[config.mk]
export PLATFORM = sky130hd
export DESIGN_NAME = encoder_position_speed_tracker_unit_flat
export DESIGN_NICKNAME = d
export VERILOG_FILES = /design/src/rtl/epst_pkg.sv /design/src/rtl/epst_cmd_if.sv /design/src/rtl/epst_res_if.sv /design/src/rtl/encoder_position_speed_tracker_unit.sv /design/src/rtl/epst_cfg_regs.sv /design/src/rtl/epst_sdiv.sv /design/src/rtl/epst_lane.sv /design/src/flat_wrapper.sv
export SDC_FILE = /design/constraint.sdc
export NUM_CORES = 2
export LEC_CHECK = 0
export ABC_CLOCK_PERIOD_IN_PS = 13150
export BUFFER_PORTS_ARGS = -buffer_cell sky130_fd_sc_hd__buf_2
export CORE_MARGIN = 10
export CORE_UTILIZATION = 42
export CTS_CLUSTER_SIZE = 30
export DETAILED_ROUTE_END_ITERATION = 8
export MAX_ROUTING_LAYER = met4
export PLACE_DENSITY_LB_ADDON = 0.12
export SETUP_SLACK_MARGIN = 0.02
export SLEW_MARGIN = 10
export SYNTH_ARGS = -nofsm -noshare
export SYNTH_HDL_FRONTEND = slang
export SYNTH_SLANG_ARGS = --single-unit
[constraint.sdc]
create_clock -name clk -period 13.15 [get_ports clk]
set_input_delay 0.6575 -clock clk [delete_from_list [all_inputs] [get_ports clk]]
set_output_delay 0.6575 -clock clk [all_outputs]
set_load 0.05 [all_outputs]
[src/rtl/epst_pkg.sv]
// Shared types and constants of the encoder position and speed tracker.
package epst_pkg;

  // Item function codes.
  localparam logic [1:0] FUNC_TICK      = 2'd0;
  localparam logic [1:0] FUNC_SET_DIR   = 2'd1;
  localparam logic [1:0] FUNC_RESET_POS = 2'd2;

  // Register indexes on the configuration port.
  localparam logic [1:0] REG_DEBOUNCE   = 2'd0;
  localparam logic [1:0] REG_TIMEOUT    = 2'd1;
  localparam logic [1:0] REG_WHEEL_UNIT = 2'd2;
  localparam logic [1:0] REG_LIFT_UNIT  = 2'd3;

  // Register reset values.
  localparam logic [15:0] DEBOUNCE_RESET   = 16'd0;
  localparam logic [19:0] TIMEOUT_RESET    = 20'd200000;
  localparam logic [23:0] WHEEL_UNIT_RESET = 24'd2896138;
  localparam logic [23:0] LIFT_UNIT_RESET  = 24'd32320;

  // Widths of the datapath.
  localparam int ADDR_W = 4;
  localparam int DATA_W = 32;
  localparam int TIME_W = 32;
  localparam int POS_W  = 48;
  localparam int UNIT_W = 24;
  localparam int SCALE_W = 20;
  localparam int PROD_W = UNIT_W + SCALE_W;
  localparam int CNT_W  = $clog2(PROD_W);

  // Microseconds per second, applied to units per tick before the division.
  localparam logic [SCALE_W-1:0] SPEED_SCALE = 20'd1000000;

  // Controller states.
  typedef enum logic [1:0] {
    ST_IDLE,
    ST_LOAD,
    ST_DIVIDE,
    ST_DONE
  } state_t;

  // Configuration register file contents.
  typedef struct packed {
    logic [15:0]       debounce_time;
    logic [19:0]       timeout_us;
    logic [UNIT_W-1:0] wheel_units_per_tick;
    logic [UNIT_W-1:0] lift_units_per_tick;
  } cfg_t;

  // One accepted command beat.
  typedef struct packed {
    logic [1:0]        func;
    logic [2:0]        pin_levels;
    logic [1:0]        motor;
    logic signed [1:0] direction;
  } cmd_t;

  // Sequencer strobes to the encoder lanes.
  typedef struct packed {
    logic apply;
    logic load;
    logic step;
  } lane_ctrl_t;

endpackage

[src/rtl/epst_cmd_if.sv]
// Command channel: one tick, direction or position reset per beat.
interface epst_cmd_if;
  logic              valid;
  logic              ready;
  logic [1:0]        func;
  logic [2:0]        pin_levels;
  logic [1:0]        motor;
  logic signed [1:0] direction;

  modport source (output valid, func, pin_levels, motor, direction, input ready);
  modport sink (input valid, func, pin_levels, motor, direction, output ready);
endinterface

[src/rtl/epst_res_if.sv]
// Result channel: positions and speeds of the three encoders per beat.
interface epst_res_if;
  logic               valid;
  logic               ready;
  logic signed [47:0] position_left;
  logic signed [47:0] position_right;
  logic signed [47:0] position_lift;
  logic signed [47:0] speed_left;
  logic signed [47:0] speed_right;
  logic signed [47:0] speed_lift;

  modport source (output valid, position_left, position_right, position_lift,
                  speed_left, speed_right, speed_lift, input ready);
  modport sink (input valid, position_left, position_right, position_lift,
                speed_left, speed_right, speed_lift, output ready);
endinterface

[src/rtl/encoder_position_speed_tracker_unit.sv]
// Top level of the encoder position and speed tracker.
//
// Usage: each command beat is a one-microsecond tick carrying the encoder pin
// levels, a set-direction command or a position reset. Every accepted beat
// yields exactly one result beat with the three positions and three speeds
// after that command has taken effect. Registers are written through the
// APB-style port (debounce at 0x0, timeout at 0x4, wheel units at 0x8, lift
// units at 0xC); the user must write them only while no command is in
// flight, since the block itself does not enforce it.
// Sequence: a command is applied at the accept edge, the speed dividends are
// loaded in the cycle after, and the 44-bit quotients are produced one bit
// per cycle by one bit-serial divider per encoder, all in parallel. The result
// beat is posted when the block goes idle, and the next command can be taken.
// The result register keeps the result while the receiver stalls; the next
// command may be accepted then, but its result waits for the register to free.
// Reset clears time, positions, periods and directions and restores the
// register defaults; no result is pending after reset.
module encoder_position_speed_tracker_unit
  import epst_pkg::*;
#(
  parameter int ENCODERS = 3
) (
  input  logic              clk,
  input  logic              rst,
  epst_cmd_if.sink          cmd,
  epst_res_if.source        status,
  input  logic              psel,
  input  logic              penable,
  input  logic              pwrite,
  input  logic [ADDR_W-1:0] paddr,
  input  logic [DATA_W-1:0] pwdata,
  output logic [DATA_W-1:0] prdata,
  output logic              pready
);

  cfg_t              cfg;
  cmd_t              item;
  lane_ctrl_t        ctrl;
  state_t            state;
  state_t            state_next;
  logic [CNT_W-1:0]  div_count;
  logic [TIME_W-1:0] time_now;
  logic [TIME_W-1:0] tick_time;
  logic              accept;
  logic              out_load;
  logic              res_valid;
  logic [POS_W-1:0]  lane_pos [ENCODERS];
  logic [POS_W-1:0]  lane_spd [ENCODERS];
  logic [POS_W-1:0]  rep_pos  [3];
  logic [POS_W-1:0]  rep_spd  [3];

  epst_cfg_regs u_cfg_regs (
    .clk     (clk),
    .rst     (rst),
    .psel    (psel),
    .penable (penable),
    .pwrite  (pwrite),
    .paddr   (paddr),
    .pwdata  (pwdata),
    .prdata  (prdata),
    .pready  (pready),
    .cfg     (cfg)
  );

  assign item.func       = cmd.func;
  assign item.pin_levels = cmd.pin_levels;
  assign item.motor      = cmd.motor;
  assign item.direction  = cmd.direction;

  assign accept    = cmd.valid && cmd.ready;
  assign tick_time = time_now + TIME_W'(1);

  // Microsecond counter advances on every tick command.
  always_ff @(posedge clk) begin
    if (rst) begin
      time_now <= '0;
    end else if (accept && (item.func == FUNC_TICK)) begin
      time_now <= tick_time;
    end
  end

  // Sequencer: next state.
  always_comb begin
    state_next = state;
    case (state)
      ST_IDLE:   if (accept) state_next = ST_LOAD;
      ST_LOAD:   state_next = ST_DIVIDE;
      ST_DIVIDE: if (div_count == CNT_W'(PROD_W - 1)) state_next = ST_DONE;
      ST_DONE:   if (out_load) state_next = ST_IDLE;
      default:   state_next = ST_IDLE;
    endcase
  end

  // Sequencer: strobes.
  always_comb begin
    cmd.ready  = (state == ST_IDLE);
    ctrl.apply = accept;
    ctrl.load  = (state == ST_LOAD);
    ctrl.step  = (state == ST_DIVIDE);
    out_load   = (state == ST_DONE) && (!res_valid || status.ready);
  end

  always_ff @(posedge clk) begin
    if (rst) begin
      state     <= ST_IDLE;
      div_count <= '0;
    end else begin
      state <= state_next;
      if (ctrl.step) begin
        div_count <= div_count + CNT_W'(1);
      end else begin
        div_count <= '0;
      end
    end
  end

  // One lane per encoder; only the first three have pins.
  for (genvar e = 0; e < ENCODERS; e++) begin : g_lane
    logic              level;
    logic              sel;
    logic [UNIT_W-1:0] units;

    if (e < 3) begin : g_pin
      assign level = item.pin_levels[e];
    end else begin : g_nopin
      assign level = 1'b0;
    end

    if (e < 2) begin : g_wheel
      assign units = cfg.wheel_units_per_tick;
    end else begin : g_lift
      assign units = cfg.lift_units_per_tick;
    end

    assign sel = ({30'd0, item.motor} == e);

    epst_lane u_lane (
      .clk            (clk),
      .rst            (rst),
      .ctrl           (ctrl),
      .item           (item),
      .level          (level),
      .sel            (sel),
      .units          (units),
      .debounce_time  (cfg.debounce_time),
      .timeout_us     (cfg.timeout_us),
      .tick_time      (tick_time),
      .time_now       (time_now),
      .position       (lane_pos[e]),
      .speed          (lane_spd[e])
    );
  end

  // Reported encoders; missing ones read as zero.
  for (genvar r = 0; r < 3; r++) begin : g_rep
    if (r < ENCODERS) begin : g_have
      assign rep_pos[r] = lane_pos[r];
      assign rep_spd[r] = lane_spd[r];
    end else begin : g_none
      assign rep_pos[r] = '0;
      assign rep_spd[r] = '0;
    end
  end

  // Result register.
  always_ff @(posedge clk) begin
    if (rst) begin
      res_valid <= 1'b0;
    end else if (out_load) begin
      res_valid <= 1'b1;
    end else if (status.ready) begin
      res_valid <= 1'b0;
    end
  end

  always_ff @(posedge clk) begin
    if (out_load) begin
      status.position_left  <= rep_pos[0];
      status.position_right <= rep_pos[1];
      status.position_lift  <= rep_pos[2];
      status.speed_left     <= rep_spd[0];
      status.speed_right    <= rep_spd[1];
      status.speed_lift     <= rep_spd[2];
    end
  end

  assign status.valid = res_valid;

endmodule

[src/rtl/epst_cfg_regs.sv]
// APB-style configuration registers of the tracker.
module epst_cfg_regs
  import epst_pkg::*;
(
  input  logic              clk,
  input  logic              rst,
  input  logic              psel,
  input  logic              penable,
  input  logic              pwrite,
  input  logic [ADDR_W-1:0] paddr,
  input  logic [DATA_W-1:0] pwdata,
  output logic [DATA_W-1:0] prdata,
  output logic              pready,
  output cfg_t              cfg
);

  logic       wr_en;
  logic [1:0] reg_idx;

  assign pready  = 1'b1;
  assign wr_en   = psel && penable && pwrite;
  assign reg_idx = paddr[3:2];

  // Register writes, one per access phase.
  always_ff @(posedge clk) begin
    if (rst) begin
      cfg.debounce_time        <= DEBOUNCE_RESET;
      cfg.timeout_us           <= TIMEOUT_RESET;
      cfg.wheel_units_per_tick <= WHEEL_UNIT_RESET;
      cfg.lift_units_per_tick  <= LIFT_UNIT_RESET;
    end else if (wr_en) begin
      case (reg_idx)
        REG_DEBOUNCE:   cfg.debounce_time        <= pwdata[15:0];
        REG_TIMEOUT:    cfg.timeout_us           <= pwdata[19:0];
        REG_WHEEL_UNIT: cfg.wheel_units_per_tick <= pwdata[UNIT_W-1:0];
        REG_LIFT_UNIT:  cfg.lift_units_per_tick  <= pwdata[UNIT_W-1:0];
        default: ;
      endcase
    end
  end

  // Read back.
  always_comb begin
    case (reg_idx)
      REG_DEBOUNCE:   prdata = {16'd0, cfg.debounce_time};
      REG_TIMEOUT:    prdata = {12'd0, cfg.timeout_us};
      REG_WHEEL_UNIT: prdata = {8'd0, cfg.wheel_units_per_tick};
      REG_LIFT_UNIT:  prdata = {8'd0, cfg.lift_units_per_tick};
      default:        prdata = '0;
    endcase
  end

endmodule

[src/rtl/epst_sdiv.sv]
// Bit-serial restoring divider: one quotient bit per step.
module epst_sdiv
  import epst_pkg::*;
(
  input  logic              clk,
  input  logic              start,
  input  logic              step,
  input  logic [PROD_W-1:0] dividend,
  input  logic [TIME_W-1:0] divisor,
  output logic [PROD_W-1:0] quotient
);

  // The dividend shifts out at the top while quotient bits shift in below.
  logic [PROD_W-1:0] dq;
  logic [TIME_W-1:0] rem;
  logic [TIME_W:0]   trial;
  logic              fits;

  assign trial    = {rem, dq[PROD_W-1]};
  assign fits     = trial >= {1'b0, divisor};
  assign quotient = dq;

  always_ff @(posedge clk) begin
    if (start) begin
      dq  <= dividend;
      rem <= '0;
    end else if (step) begin
      dq <= {dq[PROD_W-2:0], fits};
      if (fits) begin
        rem <= TIME_W'(trial - {1'b0, divisor});
      end else begin
        rem <= trial[TIME_W-1:0];
      end
    end
  end

endmodule

[src/rtl/epst_lane.sv]
// One encoder: edge tracking, position accumulator and speed division.
module epst_lane
  import epst_pkg::*;
(
  input  logic               clk,
  input  logic               rst,
  input  lane_ctrl_t         ctrl,
  input  cmd_t               item,
  input  logic               level,
  input  logic               sel,
  input  logic [UNIT_W-1:0]  units,
  input  logic [15:0]        debounce_time,
  input  logic [19:0]        timeout_us,
  input  logic [TIME_W-1:0]  tick_time,
  input  logic [TIME_W-1:0]  time_now,
  output logic [POS_W-1:0]   position,
  output logic [POS_W-1:0]   speed
);

  logic              expect_high;
  logic [TIME_W-1:0] last_rise_time;
  logic [TIME_W-1:0] edge_period;
  logic [POS_W-1:0]  position_acc;
  logic              reverse_dir;
  logic              speed_zero;

  logic [TIME_W-1:0] since;
  logic [TIME_W-1:0] late;
  logic              counts;
  logic [PROD_W-1:0] product;
  logic [PROD_W-1:0] quotient;
  logic [POS_W-1:0]  magnitude;

  assign since   = tick_time - last_rise_time;
  assign counts  = (level == expect_high) && (since > {16'd0, debounce_time});
  assign late    = time_now - last_rise_time;
  assign product = PROD_W'(units) * PROD_W'(SPEED_SCALE);

  // State update when a command beat is taken.
  always_ff @(posedge clk) begin
    if (rst) begin
      expect_high    <= 1'b1;
      last_rise_time <= '0;
      edge_period    <= '0;
      position_acc   <= '0;
      reverse_dir    <= 1'b0;
    end else if (ctrl.apply) begin
      case (item.func)
        FUNC_TICK: begin
          if (counts) begin
            if (expect_high) begin
              edge_period    <= since;
              last_rise_time <= tick_time;
              if (reverse_dir) begin
                position_acc <= position_acc - POS_W'(units);
              end else begin
                position_acc <= position_acc + POS_W'(units);
              end
            end
            expect_high <= !expect_high;
          end
        end
        FUNC_SET_DIR: begin
          if (sel) begin
            if (item.direction == 2'sd1) begin
              reverse_dir <= 1'b0;
            end else if (item.direction[1]) begin
              reverse_dir <= 1'b1;
            end
          end
        end
        FUNC_RESET_POS: begin
          if (sel) begin
            position_acc <= '0;
          end
        end
        default: ;
      endcase
    end
  end

  // Stale or missing period forces zero speed; decided before the division.
  always_ff @(posedge clk) begin
    if (ctrl.load) begin
      speed_zero <= (edge_period > {12'd0, timeout_us}) ||
                    (late > {12'd0, timeout_us}) ||
                    (edge_period == '0);
    end
  end

  epst_sdiv u_sdiv (
    .clk      (clk),
    .start    (ctrl.load),
    .step     (ctrl.step),
    .dividend (product),
    .divisor  (edge_period),
    .quotient (quotient)
  );

  // Signed speed from the unsigned quotient.
  assign magnitude = POS_W'(quotient);
  assign position  = position_acc;

  always_comb begin
    if (speed_zero) begin
      speed = '0;
    end else if (reverse_dir) begin
      speed = -magnitude;
    end else begin
      speed = magnitude;
    end
  end

endmodule

[src/flat_wrapper.sv]
// flat-port wrapper written by rule: the top's interface ports become plain ports
module encoder_position_speed_tracker_unit_flat import epst_pkg::*;
#(
  parameter int ENCODERS = 3
)
  (clk, rst, psel, penable, pwrite, paddr, pwdata, prdata, pready, cmd_valid, cmd_func, cmd_pin_levels, cmd_motor, cmd_direction, cmd_ready, status_valid, status_position_left, status_position_right, status_position_lift, status_speed_left, status_speed_right, status_speed_lift, status_ready);
  epst_cmd_if cmd_i ();
  epst_res_if status_i ();
  input  logic clk;
  input  logic rst;
  input  logic psel;
  input  logic penable;
  input  logic pwrite;
  input  logic [ADDR_W-1:0] paddr;
  input  logic [DATA_W-1:0] pwdata;
  output logic [DATA_W-1:0] prdata;
  output logic pready;
  input wire logic [$bits(cmd_i.valid)-1:0] cmd_valid;
  input wire logic [$bits(cmd_i.func)-1:0] cmd_func;
  input wire logic [$bits(cmd_i.pin_levels)-1:0] cmd_pin_levels;
  input wire logic [$bits(cmd_i.motor)-1:0] cmd_motor;
  input wire logic [$bits(cmd_i.direction)-1:0] cmd_direction;
  output wire logic [$bits(cmd_i.ready)-1:0] cmd_ready;
  output wire logic [$bits(status_i.valid)-1:0] status_valid;
  output wire logic [$bits(status_i.position_left)-1:0] status_position_left;
  output wire logic [$bits(status_i.position_right)-1:0] status_position_right;
  output wire logic [$bits(status_i.position_lift)-1:0] status_position_lift;
  output wire logic [$bits(status_i.speed_left)-1:0] status_speed_left;
  output wire logic [$bits(status_i.speed_right)-1:0] status_speed_right;
  output wire logic [$bits(status_i.speed_lift)-1:0] status_speed_lift;
  input wire logic [$bits(status_i.ready)-1:0] status_ready;
  assign cmd_i.valid = cmd_valid;
  assign cmd_i.func = cmd_func;
  assign cmd_i.pin_levels = cmd_pin_levels;
  assign cmd_i.motor = cmd_motor;
  assign cmd_i.direction = cmd_direction;
  assign cmd_ready = cmd_i.ready;
  assign status_valid = status_i.valid;
  assign status_position_left = status_i.position_left;
  assign status_position_right = status_i.position_right;
  assign status_position_lift = status_i.position_lift;
  assign status_speed_left = status_i.speed_left;
  assign status_speed_right = status_i.speed_right;
  assign status_speed_lift = status_i.speed_lift;
  assign status_i.ready = status_ready;
  encoder_position_speed_tracker_unit #(.ENCODERS(ENCODERS)) u_core (.clk(clk), .rst(rst), .cmd(cmd_i), .status(status_i), .psel(psel), .penable(penable), .pwrite(pwrite), .paddr(paddr), .pwdata(pwdata), .prdata(prdata), .pready(pready));
endmodule
# Yosys cells after proc, flatten, opt, wreduce, memory -nomap -nowiden
# Cells that the tools add are included.
dict set report classes {
  n_addsub 20
  eq_ne 27
  shifts 0
  multipliers 2
  n_bitwise 4
  div 0
  mux 36
  reduce_logical 51
  n_lt_le_gt_ge 12
}
# cell n
set ops {}
lappend ops {{two-way mux 48 bit} 12}
lappend ops {{two-way mux 44 bit} 9}
lappend ops {{case mux 48 bit (2 select lines)} 3}
lappend ops {{subtractor 32 bit} 9}
lappend ops {{greater-than comparator 32 x 20 -> 1 bit} 6}
lappend ops {{adder 48 x 24 -> 48 bit} 3}
lappend ops {{negation 44 -> 48 bit} 3}
lappend ops {{subtractor 48 x 24 -> 48 bit} 3}
lappend ops {{case mux 32 bit (4 select lines)} 1}
lappend ops {{>= comparator 33 x 32 -> 1 bit} 3}
lappend ops {{greater-than comparator 32 x 16 -> 1 bit} 3}
lappend ops {{zero test 32 bit} 3}
lappend ops {{two-way mux 32 bit} 3}
lappend ops {{multiplier 24 x 14 -> 38 bit (second input constant)} 2}
lappend ops {{adder 32 x 1 -> 32 bit (second input constant)} 1}
lappend ops {{AND reduction 4 bit} 6}
lappend ops {{AND reduction 5 bit} 3}
lappend ops {{== test 2 bit (second input constant)} 7}
lappend ops {{inequality test 2 bit (second input constant)} 7}
lappend ops {{AND reduction 3 bit} 4}
lappend ops {{inequality test 2 x 1 -> 1 bit (second input constant)} 5}
lappend ops {{== test 2 x 1 -> 1 bit (second input constant)} 4}
lappend ops {{logical AND 1 bit} 8}
lappend ops {{zero test 2 bit} 4}
lappend ops {{12 further kinds} 40}
dict set report word_totals {
  ram_bits 0
  reg_bits 986
  latch_bits 0
  elab_cells 196
  romBits 0
  n_memories 0
}

# Logic depth before layout (Yosys ltp)
dict set report logic_depth {
  depth_word 6
  mapped_depth 28
  mapped_depth_nobuf 26
}

# Hierarchy
# Synthesis repeated with hierarchy kept, for this count alone.
dict set report hier_totals {
  hier_cells 9670
  hier_area_um2 86596.8
}
# mod n_inst area_per_inst_um2 cells_per_inst
set modules_own_cells {}
lappend modules_own_cells {{epst_lane at u_core.g_lane[0].u_lane} 1 18921.9 2405}
lappend modules_own_cells {{epst_lane at u_core.g_lane[1].u_lane} 1 18745.5 2330}
lappend modules_own_cells {{epst_lane at u_core.g_lane[2].u_lane} 1 18172.4 2291}
lappend modules_own_cells {epst_sdiv 3 5188.7 557}
lappend modules_own_cells {encoder_position_speed_tracker_unit 1 11155.7 599}
lappend modules_own_cells {epst_cfg_regs 1 4035.1 374}

# Worst setup path before layout
# OpenSTA, ideal clock, no wires.
dict set report synth_timing {
  path_kind {input -> register}
  start {input status_ready}
  end {register u_core.status.position_left[0], enable pin}
  arrival_time_ns 13.425
  n_path_buf 0
  stages 2
  required_ns 12.172
  path_slack_ns -1.253
  setup_ns 0.978
  path_cell_list {nor2b_1 -> nor2b_1}
}
dict set report synth_between {
  elab_chain_cells 2
}
# element line
set synth_lines {}
lappend synth_lines {{start, declared} flat_wrapper.sv:31} ;# input wire logic [$bits(status_i.ready)-1:0] status_ready;
lappend synth_lines {{logical OR 1 bit} encoder_position_speed_tracker_unit.sv:100} ;# out_load = (state == ST_DONE) && (!res_valid || status.ready);
lappend synth_lines {{logical AND 1 bit} encoder_position_speed_tracker_unit.sv:100}
lappend synth_lines {{via u_core.out_load} encoder_position_speed_tracker_unit.sv:45} ;# logic out_load;
lappend synth_lines {{end signal, assigned} encoder_position_speed_tracker_unit.sv:178} ;# status.position_left <= rep_pos[0];
lappend synth_lines {{end, declared} epst_res_if.sv:12} ;# modport source (output valid, position_left, position_right, position_lift,
# The timed path passes the listed nets, and every way through them passes these cells.
# A chain may end at the register's enable or synchronous reset.

# Final worst setup path
dict set report layout_timing {
  start {register u_core.time_now[1]}
  end {register u_core.g_lane[2].u_lane.edge_period[29]}
}
dict set report layout_between {
  elab_chain_cells 5
}
# element line
set layout_lines {}
lappend layout_lines {{start, declared} encoder_position_speed_tracker_unit.sv:42} ;# logic [TIME_W-1:0] time_now;
lappend layout_lines {{start signal, assigned} encoder_position_speed_tracker_unit.sv:78} ;# time_now <= tick_time;
lappend layout_lines {{adder 32 x 1 -> 32 bit} encoder_position_speed_tracker_unit.sv:71} ;# assign tick_time = time_now + TIME_W'(1);
lappend layout_lines {{via u_core.g_lane[0].u_lane.tick_time[10]} epst_lane.sv:14} ;# input logic [TIME_W-1:0] tick_time,
lappend layout_lines {{subtractor 32 bit} epst_lane.sv:34} ;# assign since = tick_time - last_rise_time;
lappend layout_lines {{via u_core.g_lane[2].u_lane.since[15]} epst_lane.sv:27} ;# logic [TIME_W-1:0] since;
lappend layout_lines {{greater-than comparator 32 x 16 -> 1 bit} epst_lane.sv:35} ;# assign counts = (level == expect_high) && (since > {16'd0, debounce_time});
lappend layout_lines {{logical AND 1 bit} epst_lane.sv:35}
lappend layout_lines {{AND reduction 4 bit (no source line)} n/a}
lappend layout_lines {{end signal, assigned} epst_lane.sv:52} ;# edge_period <= since;
lappend layout_lines {{end, declared} epst_lane.sv:22} ;# logic [TIME_W-1:0] edge_period;
# The timed path passes the listed nets, and every way through them passes these cells.

==> results.toml <==
[clock_tree]
root_buffer = "clkbuf_16"
tritoncts = "yes"
cts_buffers = 117
clk_path_buf_depth = 3
cts_setup_buffers = 0
clk_pin_slew_worst_paths_ps = 60
clk_latency_ps = 800
cts_hold_buffers = 0
h-tree-depth = 3
post_cts_resized = 0
clkSinkCount = 986

[synth]
synth_edf_count = 405
synth.yosys.seq_area_share = 0.304
synth-main-ff-cell = "dfxtp_1"
ys_ff_latch = 986
synth_cell_type_count = 90
ys_async_sr_fraction = 0
syn-mean-instance-area_um2 = 8.74
ys_warn_count = 0
synthesis.area_um2 = 78200
netlist_instances = 8941

[run]
drv_cap = 0

[setup_path]
start_kind = "register"
end_kind = "register"
cp.arrival_ps = 10260
crit_type = "register to register"
worst-r2r-setup-slack_ps = 3590
cpMaxStageDelayCell = "nor4_1"
critical-path-top-delay-family = "simple AND/OR/NAND/NOR gates"
crit_path_max_incr_delay_ps = 690
critPathBufInv = 3
required_ps = 13850
cp_common_cell = "ha_1"
crit_fanout = 98

[die]
die_y_um = 451
core_um2 = 185000
die_x_um = 451
io_pins = 375
die_area_um2 = 204000
rows = 158
start_util = 0.422

[layout]
final_nets = 10300
final_common_cell = "ha_1"
final_cells = 11700
drive_gt1_frac = 0.0853
final_util = 0.468
most-common-layout-cells = "901 x ha_1, 856 x nor2_1, 737 x a21oi_1, 731 x nand2_1, 660 x inv_1"
syn2layout_area_growth_pct = 11.0
postLayoutCellArea_um2 = 86700

[global_routing]
grt_usage = 0.250
grt_pass1_vias = 65000
grt_pass1_wl_um = 391000
grt_max_degree = 164
overflow = 0
antenna_found_initial = 25

[routing]
wl_per_cell_um = 21.9
detail_route.drc_violations = 0
ant_nets = 0
drtIter0Drc = 4162
routed_via_density = 5.66
num_vias = 66400
firstDrtPassIters = 6
routed_wl_um = 257000

[timing]
period_needed_ps = 9560
finalHoldViolations = 0
max_slew_margin = 0.217
clock_skew_ps = 62.8
worst_pin_slew_ps = 1180
slew_violations = 0
max_freq_ghz = 0.105
finalCritPeriodShare = 0.727
tns_ps = 0
setup_violations = 0
grt_setup_unrepaired = "no"

[power]
power_density_nw_per_um2 = 164
irDropWorstVdd_mv = 0.174
power_mw = 14.2
leakage_nw = 38.3

[placed_design]
routabilityCongestion = 0.940
port_buffers = 355
post-dp-hpwl_um = 201000
dp.cells = 11500
dpl_cell_area_um2 = 82500

[status]
outcome = "finished clean"

[worst_hold_path]
hp-class = "input port to register"
sequential cells by signal (all words and copies together) (netlist names), 84 cells and up:
| name | cells |
|---|---|
| u_core.g_lane.u_lane.edge_period | 96 |
| u_core.g_lane.u_lane.last_rise_time | 96 |
| u_core.g_lane.u_lane.u_sdiv.rem | 96 |
| u_core.u_cfg_regs.cfg | 84 |
| u_core.g_lane.u_lane.position | 144 |
| u_core.g_lane.u_lane.u_sdiv.quotient | 132 |
routing by layer:
layer / vias to the layer above / track usage / part of all wire
met5: - / - / 0
met4: 0 / 0.103 / 0.045
met3: 417 / 0.0291 / 0.044
met2: 1515 / 0.438 / 0.50
met1: 32200 / 0.290 / 0.41
li1: 32300 / - / -
per-stage QoR:
stage,setup WS (ps),hold WS [ps]
after floorplan,4450,426
after global placement,3710,446
after detailed placement,3700,452
after CTS,3620,33.0
after global routing,2970,83.0
final,3590,108
kinds of logic after synthesis:
| logic type | Yosys count | share of synthesized area |
|---|---|---|
| muxes | 212 | 0.0299 |
| adders and majority gates | 1106 | 0.196 |
| buffers and inverters | 1028 | 0.0500 |
| AOI/OAI and AO/OA | 2242 | 0.183 |
| xor gates and xnor gates | 624 | 0.0699 |
| other | 2 | 0.0000961 |
| and+or+nand+nor | 2741 | 0.166 |
| DFF | 986 | 0.304 |
area by class of cell:
type	count	area [um^2]
fillers	18100	98500
multi-input cells	6934	50600
flip-flops and latches	986	23800
clock buffers	146	3180
well taps	2480	3100
repair buffers	444	2510
inverters	663	2490
clock inverters	76	1020
diodes	14	35.0
cell usage after synthesis (all sizes together) (64+ instances only):
cell type    n  share of area
nor3       118         0.0076
nand3      270          0.017
clkbuf     324          0.016
ha         904           0.14
o21a        80         0.0077
xnor2      342          0.038
o211ai      74         0.0071
nand4       95         0.0076
mux2i      181          0.023
a21o       291          0.028
inv        660          0.032
xor2       282          0.032
fa         202          0.052
a211oi     175          0.017
nor2       856          0.041
nand2b     121         0.0098
and3        74         0.0059
nor2b       96         0.0077
edfxtp     405           0.16
nand2      732          0.035
o21ai      402          0.026
dfxtp      581           0.15
a21oi      737          0.047
o31ai       64         0.0061
worst paths after layout:
check / start / end / cells after the start
worst min register to register: u_core.div_count[0] / u_core.div_count[0] / 1
worst max register to register: u_core.time_now[1] / u_core.g_lane[2].u_lane.edge_period[29] / 27
worst min-delay path: cmd_pin_levels[2] / u_core.g_lane[2].u_lane.expect_high / 2
worst max-delay path: u_core.time_now[1] / u_core.g_lane[2].u_lane.edge_period[29] / 27
worst register-to-register path: cells and delay by family (launching register included):
kind	cells	cell delay [ps]
DFF	1	640
muxes	1	550
adders and majority gates	3	1090
xor gates and xnor gates	2	850
buffers and inverters	3	900
and+or+nand+nor	13	3680
AOI/OAI and AO/OA	5	1770
power by group:
group | internal [mW] | switching [mW]
logic | 2.48 | 3.96
registers | 3.77 | 0.463
clock network | 2.11 | 1.46
Note: power is estimated with default switching activity, not from simulation.
